## src/sv/pas_pkg.sv

```systemverilog
// pas_pkg: shared types, codes and constants of the priority aging scheduler
// no dependencies; imported by every module of the block
package pas_pkg;

  // sizes
  localparam int TASK_SLOTS = 16;
  localparam int SLOT_W     = 4;
  localparam int COUNT_W    = $clog2(TASK_SLOTS + 1);

  typedef logic [SLOT_W-1:0]  slot_t;
  typedef logic [COUNT_W-1:0] count_t;
  typedef logic signed [5:0]  sprio_t;
  typedef logic signed [7:0]  dprio_t;

  // priority limits and aging floor
  localparam sprio_t PRIO_MAX  = 6'sd20;
  localparam sprio_t PRIO_MIN  = -6'sd20;
  localparam dprio_t DYN_FLOOR = -8'sd128;

  // request modes
  typedef enum logic [2:0] {
    MODE_CREATE  = 3'd0,
    MODE_REQUEUE = 3'd1,
    MODE_REMOVE  = 3'd2,
    MODE_SETPRIO = 3'd3,
    MODE_PICK    = 3'd4
  } mode_t;

  // response status codes
  typedef enum logic [1:0] {
    STATUS_OK    = 2'd0,
    STATUS_RANGE = 2'd1,
    STATUS_BUSY  = 2'd2
  } status_t;

  // sequencer states
  typedef enum logic [1:0] {
    ST_IDLE,
    ST_SCAN,
    ST_FINISH
  } fsm_t;

  // control broadcast to every list cell
  typedef struct packed {
    logic   rotate;
    logic   append;
    logic   remove;
    slot_t  slot;
    count_t count;
  } cell_bus_t;

  // write port of the priority table
  typedef struct packed {
    logic   stat_en;
    logic   dyn_en;
    slot_t  slot;
    sprio_t stat;
    dprio_t dyn;
  } prio_wr_t;

endpackage

```

## src/sv/pas_cell.sv

```systemverilog
// pas_cell: one position of the ready list ring
// depends on pas_pkg for the cell control bus and slot types
module pas_cell import pas_pkg::*; (
  input  logic      clk,
  input  cell_bus_t bus,
  input  slot_t     pos,
  input  slot_t     neighbor_slot,
  input  logic      hit_in,
  output logic      hit_out,
  output slot_t     slot
);

  logic entry_valid;
  logic match;

  // position is occupied when it lies below the fill count
  assign entry_valid = count_t'(pos) < bus.count;
  assign match       = entry_valid && (slot == bus.slot);
  assign hit_out     = hit_in | match;

  // rotate for a scan, take the appended slot, or close the gap on remove
  always_ff @(posedge clk) begin
    if (bus.rotate) begin
      slot <= neighbor_slot;
    end else if (bus.append && (count_t'(pos) == bus.count)) begin
      slot <= bus.slot;
    end else if (bus.remove && hit_out) begin
      slot <= neighbor_slot;
    end
  end

endmodule

```

## src/sv/pas_prio_table.sv

```systemverilog
// pas_prio_table: static and dynamic priority of every task slot
// depends on pas_pkg; one write port, one read port per array
module pas_prio_table import pas_pkg::*; (
  input  logic     clk,
  input  logic     rst,
  input  prio_wr_t wr,
  input  slot_t    dyn_addr,
  input  slot_t    stat_addr,
  output dprio_t   dyn_rd,
  output sprio_t   stat_rd
);

  sprio_t stat_q [TASK_SLOTS];
  dprio_t dyn_q  [TASK_SLOTS];

  // priority registers, cleared by reset
  always_ff @(posedge clk) begin
    if (rst) begin
      for (int i = 0; i < TASK_SLOTS; i++) begin
        stat_q[i] <= '0;
        dyn_q[i]  <= '0;
      end
    end else begin
      if (wr.stat_en) begin
        stat_q[wr.slot] <= wr.stat;
      end
      if (wr.dyn_en) begin
        dyn_q[wr.slot] <= wr.dyn;
      end
    end
  end

  // read ports
  assign dyn_rd  = dyn_q[dyn_addr];
  assign stat_rd = stat_q[stat_addr];

endmodule

```

## src/sv/priority_aging_scheduler.sv

```systemverilog
// priority_aging_scheduler: ready-list scheduler with priority aging
// depends on pas_pkg, pas_cell (ready list ring) and pas_prio_table
//
//  channel | handshake            | fields
//  --------+----------------------+---------------------------------------------
//  req     | req_valid, req_stall | mode, task_slot, to_current, priority_req
//  rsp     | rsp_valid, rsp_stall | chosen_slot, chosen_valid, status
//
// create, requeue, remove and set priority update state at the transfer edge; the
// result moves through the pending stage into the output register, and the next
// request is taken once the pending stage is empty. pick: the ring turns once past the
// head cell, the finish state reloads the winner's static priority, then the result moves out.
// a pending stage sits in front of the output register; requests wait while it is full.
// synchronous reset clears the fill count, all priorities and the current slot.
// rsp_stall only holds the result; req_stall is high while a pick runs and while the
// pending stage holds a result, longer when that result is behind a stalled output.
module priority_aging_scheduler import pas_pkg::*; (
  input  logic              clk,
  input  logic              rst,
  input  logic              req_valid,
  output logic              req_stall,
  input  logic [2:0]        mode,
  input  logic [3:0]        task_slot,
  input  logic              to_current,
  input  logic signed [5:0] priority_req,
  output logic              rsp_valid,
  input  logic              rsp_stall,
  output logic [3:0]        chosen_slot,
  output logic              chosen_valid,
  output logic [1:0]        status
);

  fsm_t      state, state_next;
  count_t    ready_count, ready_count_next;
  slot_t     current_slot;
  slot_t     scan_idx;
  dprio_t    best;
  slot_t     win;
  cell_bus_t bus;
  prio_wr_t  wr;
  dprio_t    dyn_rd;
  sprio_t    stat_rd;
  slot_t     cell_slot [TASK_SLOTS];
  logic      hit [TASK_SLOTS+1];
  logic      listed;
  logic      full;
  logic      accept;
  logic      head_valid;
  logic      take_head;
  dprio_t    dyn_dec;
  slot_t     target;
  logic      res_load;
  logic      res_valid;
  slot_t     res_slot, res_slot_next;
  logic      res_chosen, res_chosen_next;
  status_t   res_status, res_status_next;
  logic      res_move;

  // ready list ring
  assign hit[0] = 1'b0;
  for (genvar k = 0; k < TASK_SLOTS; k++) begin : g_cell
    pas_cell u_cell (
      .clk           (clk),
      .bus           (bus),
      .pos           (slot_t'(k)),
      .neighbor_slot (cell_slot[(k + 1) % TASK_SLOTS]),
      .hit_in        (hit[k]),
      .hit_out       (hit[k+1]),
      .slot          (cell_slot[k])
    );
  end

  // per-slot priorities
  pas_prio_table u_prio (
    .clk       (clk),
    .rst       (rst),
    .wr        (wr),
    .dyn_addr  (cell_slot[0]),
    .stat_addr (win),
    .dyn_rd    (dyn_rd),
    .stat_rd   (stat_rd)
  );

  assign listed     = hit[TASK_SLOTS];
  assign full       = ready_count == count_t'(TASK_SLOTS);
  assign req_stall  = (state != ST_IDLE) || res_valid;
  assign accept     = req_valid && !req_stall;
  assign head_valid = count_t'(scan_idx) < ready_count;
  assign take_head  = head_valid && ((scan_idx == '0) || (dyn_rd < best));
  assign dyn_dec    = (dyn_rd == DYN_FLOOR) ? dyn_rd : dyn_rd - 8'sd1;
  assign target     = to_current ? current_slot : task_slot;

  // next state
  always_comb begin
    state_next = state;
    unique case (state)
      ST_IDLE: begin
        if (accept && (mode_t'(mode) == MODE_PICK) && (ready_count != '0)) begin
          state_next = ST_SCAN;
        end
      end
      ST_SCAN: begin
        if (scan_idx == slot_t'(TASK_SLOTS - 1)) begin
          state_next = ST_FINISH;
        end
      end
      ST_FINISH: state_next = ST_IDLE;
      default:   state_next = ST_IDLE;
    endcase
  end

  // request decode, list control and priority writes
  always_comb begin
    bus              = '0;
    bus.slot         = task_slot;
    bus.count        = ready_count;
    wr               = '0;
    ready_count_next = ready_count;
    res_load         = 1'b0;
    res_slot_next    = '0;
    res_chosen_next  = 1'b0;
    res_status_next  = STATUS_OK;
    unique case (state)
      ST_IDLE: begin
        if (accept) begin
          res_load = 1'b1;
          unique case (mode_t'(mode)) inside
            MODE_CREATE, MODE_REQUEUE: begin
              if (!listed && full) begin
                res_status_next = STATUS_BUSY;
              end else begin
                if (!listed) begin
                  bus.append       = 1'b1;
                  ready_count_next = ready_count + count_t'(1);
                end
                if (mode_t'(mode) == MODE_CREATE) begin
                  wr.stat_en = 1'b1;
                  wr.dyn_en  = 1'b1;
                  wr.slot    = task_slot;
                end
              end
            end
            MODE_REMOVE: begin
              if (listed) begin
                bus.remove       = 1'b1;
                ready_count_next = ready_count - count_t'(1);
              end else if (ready_count == '0) begin
                res_status_next = STATUS_BUSY;
              end
            end
            MODE_SETPRIO: begin
              if ((priority_req > PRIO_MAX) || (priority_req < PRIO_MIN)) begin
                res_status_next = STATUS_RANGE;
              end else begin
                wr.stat_en = 1'b1;
                wr.dyn_en  = 1'b1;
                wr.slot    = target;
                wr.stat    = priority_req;
                wr.dyn     = dprio_t'(priority_req);
              end
            end
            MODE_PICK: begin
              if (ready_count == '0) begin
                res_status_next = STATUS_BUSY;
              end else begin
                res_load = 1'b0;
              end
            end
            default: ;
          endcase
        end
      end
      ST_SCAN: begin
        // head entry ages as it passes
        bus.rotate = 1'b1;
        wr.dyn_en  = head_valid;
        wr.slot    = cell_slot[0];
        wr.dyn     = dyn_dec;
      end
      ST_FINISH: begin
        // winner reloads its static priority
        wr.dyn_en       = 1'b1;
        wr.slot         = win;
        wr.dyn          = dprio_t'(stat_rd);
        res_load        = 1'b1;
        res_slot_next   = win;
        res_chosen_next = 1'b1;
      end
      default: ;
    endcase
  end

  // control registers
  always_ff @(posedge clk) begin
    if (rst) begin
      state        <= ST_IDLE;
      ready_count  <= '0;
      current_slot <= '0;
      scan_idx     <= '0;
    end else begin
      state       <= state_next;
      ready_count <= ready_count_next;
      if (state == ST_FINISH) begin
        current_slot <= win;
      end
      if (state == ST_SCAN) begin
        scan_idx <= scan_idx + slot_t'(1);
      end else begin
        scan_idx <= '0;
      end
    end
  end

  // running minimum of the scan
  always_ff @(posedge clk) begin
    if ((state == ST_SCAN) && take_head) begin
      best <= dyn_rd;
      win  <= cell_slot[0];
    end
  end

  // pending result and output register
  assign res_move = res_valid && (!rsp_valid || !rsp_stall);

  always_ff @(posedge clk) begin
    if (rst) begin
      res_valid <= 1'b0;
      rsp_valid <= 1'b0;
    end else begin
      if (res_load) begin
        res_valid <= 1'b1;
      end else if (res_move) begin
        res_valid <= 1'b0;
      end
      if (res_move) begin
        rsp_valid <= 1'b1;
      end else if (!rsp_stall) begin
        rsp_valid <= 1'b0;
      end
    end
  end

  always_ff @(posedge clk) begin
    if (res_load) begin
      res_slot   <= res_slot_next;
      res_chosen <= res_chosen_next;
      res_status <= res_status_next;
    end
    if (res_move) begin
      chosen_slot  <= res_slot;
      chosen_valid <= res_chosen;
      status       <= res_status;
    end
  end

  // list never overfills
  a_count_range: assert property (@(posedge clk) disable iff (rst)
    ready_count <= count_t'(TASK_SLOTS))
    else $error("ready count beyond slot count");

  // list length moves by at most one per cycle
  a_count_step: assert property (@(posedge clk) disable iff (rst)
    1'b1 |=> (ready_count == $past(ready_count)) ||
             (ready_count == $past(ready_count) + count_t'(1)) ||
             (ready_count == $past(ready_count) - count_t'(1)))
    else $error("ready count jumped");

  // finish only follows a full scan turn
  a_finish_after_scan: assert property (@(posedge clk) disable iff (rst)
    (state == ST_FINISH) |-> ($past(state) == ST_SCAN) &&
                             ($past(scan_idx) == slot_t'(TASK_SLOTS - 1)))
    else $error("finish without completed scan");

  // no pending result while a pick is in flight
  a_no_pending_in_scan: assert property (@(posedge clk) disable iff (rst)
    (state != ST_IDLE) |-> !res_valid)
    else $error("pending result during pick");

  // a chosen task always comes with an ok status
  a_chosen_ok: assert property (@(posedge clk) disable iff (rst)
    (rsp_valid && chosen_valid) |-> (status == STATUS_OK))
    else $error("chosen task with error status");

endmodule
```

## config.mk

```make
export PLATFORM = sky130hd
export DESIGN_NAME = priority_aging_scheduler
export DESIGN_NICKNAME = d
export VERILOG_FILES = /design/src/sv/pas_pkg.sv /design/src/sv/pas_cell.sv /design/src/sv/pas_prio_table.sv /design/src/sv/priority_aging_scheduler.sv
export SDC_FILE = /design/constraint.sdc
export NUM_CORES = 1
export LEC_CHECK = 0
export ABC_AREA = 1
export BUFFER_PORTS_ARGS = -buffer_cell sky130_fd_sc_hd__buf_2
export CAP_MARGIN = 20
export CORE_AREA = 5 5 177 179
export DETAILED_ROUTE_END_ITERATION = 10
export DIE_AREA = 0 0 182 184
export GPL_TIMING_DRIVEN = 0
export PLACE_DENSITY = 0.86
export SKIP_LAST_GASP = 1
export SLEW_MARGIN = 20
export SYNTH_ARGS = -nofsm -noshare
export SYNTH_HDL_FRONTEND = slang
export SYNTH_SLANG_ARGS = --single-unit
```

## constraint.sdc

```tcl
create_clock -name clk -period 3.7 [get_ports clk]
set_input_delay 0.37 -clock clk [delete_from_list [all_inputs] [get_ports clk]]
set_output_delay 0.37 -clock clk [all_outputs]
set_load 0.01 [all_outputs]
```

# Word level (Yosys, flattened, before mapping)
# Memories as Yosys holds them, arrays and structs flattened. A register that Yosys moved wholly into a read port is not among the register bits.
# Index checks and enable logic that the tools add are counted.
# Widths: inputs -> output; s select.
totals:
  n_memories: 2
  reg_bits: 107
  output_inout_bits: 9
  wordCells: 317
  ramBits: 224
  in_bits: 18
memory_table:
  columns: ["name", "depth", "word_bits", "rd", "rd_clocked_by_memory_dff", "wr", "line_no", "source"]
  rows:
  - ["u_prio.dyn_q", 16, 8, 1, 1, 16, "pas_prio_table.sv:14", "dprio_t dyn_q [TASK_SLOTS];"]
  - ["u_prio.stat_q", 16, 6, 1, 1, 16, "pas_prio_table.sv:13", "sprio_t stat_q [TASK_SLOTS];"]
op_classes:
  eq_ne: 46
  magnitude_cmp: 20
  bitwise_logic: 16
  muxes: 105
  add_sub_neg: 4
  reduce_logical: 94
ops:
  columns: ["operator", "n"]
  rows:
  - ["$mux 4", 53]
  - ["$eq 4x4->1", 16]
  - ["$logic_and 1x1->1", 55]
  - ["$reduce_bool 3->1", 16]
  - ["$eq 4x5->1 const A", 8]
  - ["$lt 4x5->1 const A", 8]
  - ["$mux 20", 2]
  - ["$mux 1", 26]
  - ["$mux 6", 4]
  - ["$pmux 8 s3", 1]
  - ["$eq 3x5->1 const A", 4]
  - ["$lt 3x5->1 const A", 4]
  - ["$mux 8", 2]
  - ["$mux 5", 3]
  - ["$or 1x1->1", 15]
  - ["$pmux 5 s3", 1]
  - ["$mux 14", 1]
  - ["$mux 2", 7]
  - ["$pmux 6 s2", 1]
  - ["$eq 2x5->1 const A", 2]
  - ["$lt 1x5->1 const A", 2]
  - ["$lt 2x5->1 const A", 2]
  - ["$pmux 5 s2", 1]
  - ["$eq 8x8->1 const B", 1]
  - ["other kinds (35)", 50]

# Depth between registers and ports, before layout
# Gate-level depths: netlist of run 1.
depth:
  word_depth: 28
  depth_mapped: 22
  ltp_nobuf: 22

# Modules after synthesis
# Synthesis of run 1 repeated with hierarchy kept, for this count alone.
unflattened:
  cells_unflattened: 2459
  area_unflattened_um2: 20076.8
modules_own_cells:
  columns: ["module", "cells_each", "seq_area_each_um2", "area_each_um2", "instances"]
  rows:
  - ["pas_prio_table", 1244, 6726.5, 10920.5, 1]
  - ["pas_cell", 55, 120.1, 406.6, 16]
  - ["priority_aging_scheduler", 335, 1121.1, 2650.0, 1]

# Worst setup path after synthesis of run 1
# No wires, ideal clock.
synth_timing:
  kind: "reg2reg"
  from: "reg ready_count[1]"
  to: "mem u_prio.dyn_q[7][0] (netlist name), enable pin"
  arrival_ns: 2.890
  n_path_buf: 0
  period_less_slack_ns: 3.219
  required_time_ns: 3.371
  path_stages_with_launch: 21
  setup_time_ns: 0.329
  setup_slack_ns: 0.481
  path_cell_list: "dfxtp_1 inv_1 ha_1 nand3_1 nand2_1 inv_1 nand3_2 nand4_4 nor3_4 nand4_2 nor2_2 nand4_2 nor2_4 nand4_4 nand2_1 nand2_1 nand2_2 nand2_4 nor2_8 nand3_4 nand2_1"
synth_rtl:
  columns: ["element", "line_no", "source"]
  rows:
  - ["start, declared", "priority_aging_scheduler.sv:34", "count_t ready_count, ready_count_next;"]
  - ["start signal, assigned", "priority_aging_scheduler.sv:202", "ready_count <= ready_count_next;"]
  - ["end, declared", "pas_prio_table.sv:14", null]

==> flow_summary.json, run 1 <==
{
  "status": "finished with violations",
  "violations": "capacitance limit, slew limit, setup timing",
  "start_kind": "flip-flop",
  "ys_seq_elements": 339,
  "reg2regPathDepth": 17,
  "rsz0062_at_grt": "true",
  "ir_drop_mv": 0.3499,
  "cts_made_buffers": 36,
  "initialDrtViolationCount": 2172,
  "yosysWarnings": 0,
  "p_leak_uw": 0.007366,
  "overflow": 0,
  "hp-start": "rsp_stall",
  "htree_levels": 2,
  "min_path_type": "primary input to flip-flop",
  "seq_area_frac_synth_pct": 57.04,
  "cts_hold_buf": 0,
  "drive_gt1_share_pct": 15.46,
  "rrSetupSlack_ns": -0.12,
  "syn_nets": 1792,
  "setup_viol": 48,
  "synth_common_cells": "nor2_1, edfxtp_1, nand2_1",
  "dpl.hpwl_mm": 32.58,
  "rows": 63,
  "ant_nets": 0,
  "nNetsFinal": 1894,
  "synth_edf_count": 314,
  "area_growth_pct": 14.33,
  "yosysTopAreaCellShare_pct": 54.17,
  "grt_pass1_wl_mm": 72.39,
  "wl_per_cell_um": 22.04,
  "fin_ws_ns": -0.1213,
  "dp_slack_ns": -0.4481,
  "slew_headroom_pct": -1.446,
  "drc": 0,
  "fin_crit_sh_pct": 103.3,
  "vias": 14447,
  "worstMarginPinSlew_ns": 1.522,
  "grt_usage_pct": 27.31,
  "crit_path_max_fanout": 10,
  "min_period_ns": 3.821,
  "first_global_vias": 13605,
  "ys.flop_type": "edfxtp_1",
  "syn_inst": 1755,
  "syn_area_um2": 17410,
  "required_ns": 3.99,
  "arrival_ns": 4.11,
  "crit_chain": "buf_2, buf_4, mux2i_1, o21ai_0, o211ai_1, nand2_1, nor2_1, nand2_1, inv_1, nand3_1, inv_1, a21oi_1, o21ai_0, nand3_1, inv_2, buf_2, nor2_1",
  "antenna_found_initial": 2,
  "initial_core_util_pct": 59.20,
  "critical_path_buf_inv_count": 6,
  "dieArea_um2": 33490,
  "clkSinkCount": 339,
  "clkLatencyLatePin_ns": 0.54,
  "hold_viol_final": 0,
  "p_total_uw": 8624,
  "clock_skew_ns": 0.03887,
  "crit_path_end_kind": "flip-flop",
  "post-route-util_pct": 67.69,
  "die_w_um": 182,
  "path_class": "flip-flop to flip-flop",
  "clock.fmax_ghz": 0.2617,
  "synthTopCellsByArea": "edfxtp_1, nor2_1, nand2_1, o21ai_0, nand3_4",
  "io_buffers": 23,
  "first_pass_iters": 10,
  "clock_path_buffers": 3,
  "syn_avg_cell_area_um2": 9.918,
  "slowest_stage": "o211ai_1",
  "max_stage_delay_ns": 0.33,
  "n_fill_cell": 1979,
  "die_h_um": 184,
  "whs_path_depth": 3,
  "place_congestion": 0.9926,
  "synth.most_common_cell": "nor2_1",
  "r2r_end": "u_prio.dyn_q[6][0]",
  "viasPerCell": 6.356,
  "cts_root_buf": "clkbuf_16",
  "cap_viol_max_count": 2,
  "core_area_um2": 29400,
  "maxSlewViolCount": 22,
  "cp_top_family": "buffers and inverters",
  "wl_mm": 50.10,
  "grt_max_degree": 15,
  "synthArstFlopShare_pct": 0,
  "holdPathEnd": "rsp_valid",
  "ios": 27,
  "synth_cell_type_count": 51,
  "powerDensity_nw_per_um2": 433.4,
  "cts_tree": "yes",
  "post-synth-top-area-cell": "edfxtp_1",
  "clk_pin_slew_ns": 0.06
}
## flip-flops by register name, indices dropped and copies added, names as in the netlist, 2 cells and up, named ones only
name                count
u_prio.dyn_q          128
u_prio.stat_q          96
g_cell.u_cell.slot     64
best                    8
ready_count             5
chosen_slot             4
current_slot            4
res_slot                4
scan_idx                4
win                     4
res_status              2
state                   2
status                  2
## metrics by stage
step	area, µm²	std cells	setup TNS, ns	hold WS, ns
finish	19900	2273	-3.559	0.1235
global route	19900	2273	-8.803	0.1526
CTS	19300	2243	0	0.1203
detailed placement	18010	2168	-54.95	0.4045
global placement	18010	2168	-24.08	0.4062
floorplan	17410	1755	0	0.4003
## how the worst max path moves through the flow
stage,end,slack [ns],depth (start not counted)
floorplan,u_prio.dyn_q[7][0],0.48,20
global placement,u_prio.dyn_q[11][7],-0.29,14
detailed placement,u_prio.dyn_q[15][7],-0.45,14
CTS,u_prio.stat_q[4][0],0.01,20
global route,u_prio.dyn_q[8][0],-0.16,18
finish,u_prio.dyn_q[6][0],-0.12,17
## worst min-delay path, stage by stage
cell	delay [ns]
buf_2	0.11
nand2_1	0.08
a21oi_1	0.06
## routing by layer
| layer | vias to the layer above | GRT usage (%) | share of wire [%] |
|---|---|---|---|
| met5 | - | 0 | 0.026 |
| met4 | 2 | 13.81 | 6.5 |
| met3 | 296 | 5.382 | 12 |
| met2 | 1162 | 46.12 | 47 |
| met1 | 6701 | 33.73 | 34 |
| li1 | 6286 | - | - |
## power breakdown
group / switching, µW / leakage (µW) / total [µW] / internal, µW
sequential: 51.6 / 0.00334 / 4340 / 4290
combinational: 598 / 0.00351 / 855 / 257
clock: 1540 / 0.000518 / 3430 / 1890
## layout make-up
class,instances,area (µm²),share of cell area (%)
clock inverters,10,86.33,0.4338
clock buffers,53,996.0,5.004
flip-flops and latches,339,9932,49.91
repair buffers,64,548.0,2.754
plain buffers,81,444.2,2.232
multi-input cells,1191,6844,34.39
diodes,1,2.502,0.01257
inverters,144,560.5,2.817
well taps,390,488.0,2.452
## logic make-up after synthesis
logic type | Yosys count | share of synthesized area [%]
AND/OR/NAND/NOR | 752 | 21.05
adder cells (fa/ha/maj) | 19 | 1.366
XOR/XNOR | 36 | 1.811
flip-flops | 339 | 57.04
buffers and inverters | 225 | 5.348
multiplexers | 32 | 1.840
AO/OA/AOI/OAI | 352 | 11.54
## timing repair
item / in CTS / in global routing
setup buffers: 12 / 29
pin swaps: 6 / 12
gates cloned: 0 / 0
endpoints found under the setup margin: 366 / 533
resized for setup: 30 / 93
## layout by cell type (no fill, tap or decap), types with 4 or more instances in the layout
| master | instances |
|---|---|
| nor2_1 | 325 |
| edfxtp_1 | 314 |
| nand2_1 | 240 |
| o21ai_0 | 186 |
| inv_1 | 127 |
| a21oi_1 | 68 |
| clkbuf_1 | 59 |
| o211ai_1 | 44 |
| buf_4 | 43 |
| nand3_1 | 43 |
| clkbuf_16 | 37 |
| mux2i_1 | 32 |
| buf_2 | 30 |
| nand3_4 | 30 |
| dfxtp_1 | 23 |
| xnor2_1 | 21 |
| o22ai_1 | 20 |
| nand2_2 | 19 |
| nand2_4 | 19 |
| ha_1 | 19 |
| xor2_1 | 15 |
| nor2_2 | 14 |
| nand4_1 | 11 |
| buf_12 | 11 |
| nand3_2 | 10 |
| o221ai_1 | 10 |
| inv_2 | 9 |
| nor3_1 | 9 |
| clkbuf_2 | 8 |
| nor2_4 | 7 |
| nor2_8 | 6 |
| buf_6 | 5 |
| clkinvlp_4 | 5 |
| a21oi_2 | 5 |
| a211oi_1 | 4 |
| clkinv_1 | 4 |
Power figures use the tool's default switching activity.
==> run 2, diff against run 1 <==
==> constraint.sdc (replaced) <==
create_clock -name clk -period 3.7 [get_ports clk]
set_input_delay 0.74 -clock clk [delete_from_list [all_inputs] [get_ports clk]]
set_output_delay 0.74 -clock clk [all_outputs]
set_load 0.01 [all_outputs]
==> run 2 against run 1 <==
The run still ends with capacitance limit, slew limit, setup timing left. Sequential power about the same. Flip-flop and latch count unchanged. Setup slack hardly changed. Highest routed layer unchanged. Power about the same. Core utilization did not move. Hold slack gained 0.28 ns. Clock-buffer cell count unchanged. Fmax about the same. Non-clock buffer count is the same. Die area unchanged. Sequential share of layout area is the same.
==> flow_summary.json, run 2 (synthesis results as in run 1) <==
{
  "wl_met1_mm": 17.18,
  "viasPerCell": 6.362,
  "core_area_um2": 29400,
  "drive_gt1_share_pct": 15.46,
  "post-route-util_pct": 67.69,
  "setup_tns_ns": -3.554,
  "start_kind": "flip-flop",
  "die_h_um": 184,
  "vias": 14461,
  "path_class": "flip-flop to flip-flop",
  "clkSinkCount": 339,
  "wl_per_cell_um": 22.05,
  "dpl.hpwl_mm": 32.58,
  "slew_headroom_pct": -1.377,
  "p_leak_uw": 0.007366,
  "hold_viol_final": 0,
  "arrival_ns": 4.11,
  "top_regs": "u_prio.dyn_q (128), u_prio.stat_q (96), g_cell.u_cell.slot (64)",
  "whs_path_depth": 0,
  "grt_pass1_wl_mm": 72.39,
  "fin_crit_sh_pct": 103.3,
  "maxSlewViolCount": 22,
  "largest_register_ffs": 128,
  "nNetsFinal": 1894,
  "crit_path_end_kind": "flip-flop",
  "worstMarginPinSlew_ns": 1.521,
  "initial_core_util_pct": 59.20,
  "htree_levels": 2,
  "area_growth_pct": 14.33,
  "routed-wl-met3_mm": 5.898,
  "cts_root_buf": "clkbuf_16",
  "cts_tree": "yes",
  "initialDrtViolationCount": 2172,
  "rows": 63,
  "die_w_um": 182,
  "fin_ws_ns": -0.1213,
  "grt_usage_pct": 27.31,
  "wl_mm": 50.12,
  "clk_pin_slew_ns": 0.06,
  "min_period_ns": 3.821,
  "max_stage_delay_ns": 0.33,
  "min_path_type": "flip-flop to flip-flop",
  "overflow": 0,
  "clock_skew_ns": 0.03888,
  "ant_nets": 0,
  "routed.top_layer": "met5",
  "io_buffers": 23,
  "first_pass_iters": 10,
  "crit_chain": "buf_2, buf_4, mux2i_1, o21ai_0, o211ai_1, nand2_1, nor2_1, nand2_1, inv_1, nand3_1, inv_1, a21oi_1, o21ai_0, nand3_1, inv_2, buf_2, nor2_1",
  "ir_drop_mv": 0.3499,
  "drc": 0,
  "route.met2.wl_mm": 23.68,
  "clock.fmax_ghz": 0.2617,
  "powerDensity_nw_per_um2": 433.3,
  "cap_viol_max_count": 2,
  "final_cell_mix": "nor2_1, edfxtp_1, nand2_1",
  "dieArea_um2": 33490,
  "n_fill_cell": 1979,
  "rsz0062_at_grt": "true",
  "largest-register": "u_prio.dyn_q",
  "required_ns": 3.99,
  "setup_viol": 48,
  "grt_max_degree": 15,
  "status": "finished with violations",
  "crit_path_max_fanout": 10,
  "clkLatencyLatePin_ns": 0.54,
  "clock_path_buffers": 3,
  "place_congestion": 0.9926,
  "cts_made_buffers": 36,
  "ios": 27,
  "antenna_found_initial": 2,
  "first_global_vias": 13605,
  "violations": "capacitance limit, slew limit, setup timing",
  "cts_hold_buf": 0,
  "reg2regPathDepth": 17,
  "layout_commonest_cell": "nor2_1",
  "slowest_stage": "o211ai_1"
}
==> run 2: cell types whose count changed in the layout (fill, tap and decap cells not counted) <==
cell      change
buf_1         +1
clkbuf_1      -1
==> run 2: critical path, delay by kind of cell, from the launching register on <==
kind	cells	cell delay, ns
buf+inv	6	1.19
simple gates	6	1.04
compound gates	4	0.70
flops	1	0.32
mux	1	0.32
==> run 2: layout make-up <==
class,instances,area (µm²),share of cell area [%]
antenna,1,2.502,0.01257
buffer,81,444.2,2.232
clock buffer,53,996.0,5.004
clock inverter,10,86.33,0.4338
inverter,144,560.5,2.817
multi-input combinational,1191,6844,34.39
sequential,339,9932,49.91
tap,390,488.0,2.452
timing repair buffer,64,548.0,2.754
==> run 2: report_power, final <==
part / switching [µW] / internal [µW]
sequential: 51.7 / 4290
combinational: 598 / 257
clock: 1540 / 1890
==> run 2: final timing paths <==
kind / startpoint / to / slack, ns
setup / recovery: flip-flop / u_prio.dyn_q[6][0] / -0.12
hold / removal: res_slot[1] / chosen_slot[1] / 0.40
setup reg to reg: flip-flop / u_prio.dyn_q[6][0] / -0.12
hold reg to reg: res_slot[1] / chosen_slot[1] / 0.40
==> run 2: what timing repair did <==
item	CTS	global route
setup buffers	12	29
pin swaps	6	12
endpoints found under the setup margin	366	533
gates resized for setup	30	94
==> run 2: routing by layer <==
| metal | global-route usage (%) | vias to the layer above |
|---|---|---|
| met5 | 0 | - |
| met4 | 13.81 | 2 |
| met3 | 5.382 | 304 |
| met2 | 46.12 | 1170 |
| met1 | 33.73 | 6699 |
| li1 | - | 6286 |
==> run 2: through the flow <==
stage	hold WS (ns)	setup WS, ns	instances	area [µm²]	power (µW)
6_report	0.3995	-0.1213	2273	19900	8624
5_1_grt	0.4306	-0.1641	2273	19900	8806
4_1_cts	0.4088	0.01236	2243	19300	8468
3_5_place_dp	0.4045	-0.6742	2168	18010	5134
3_3_place_gp	0.4062	-0.6420	2168	18010	5105
2_1_floorplan	0.4003	0.1332	1755	17410	4896
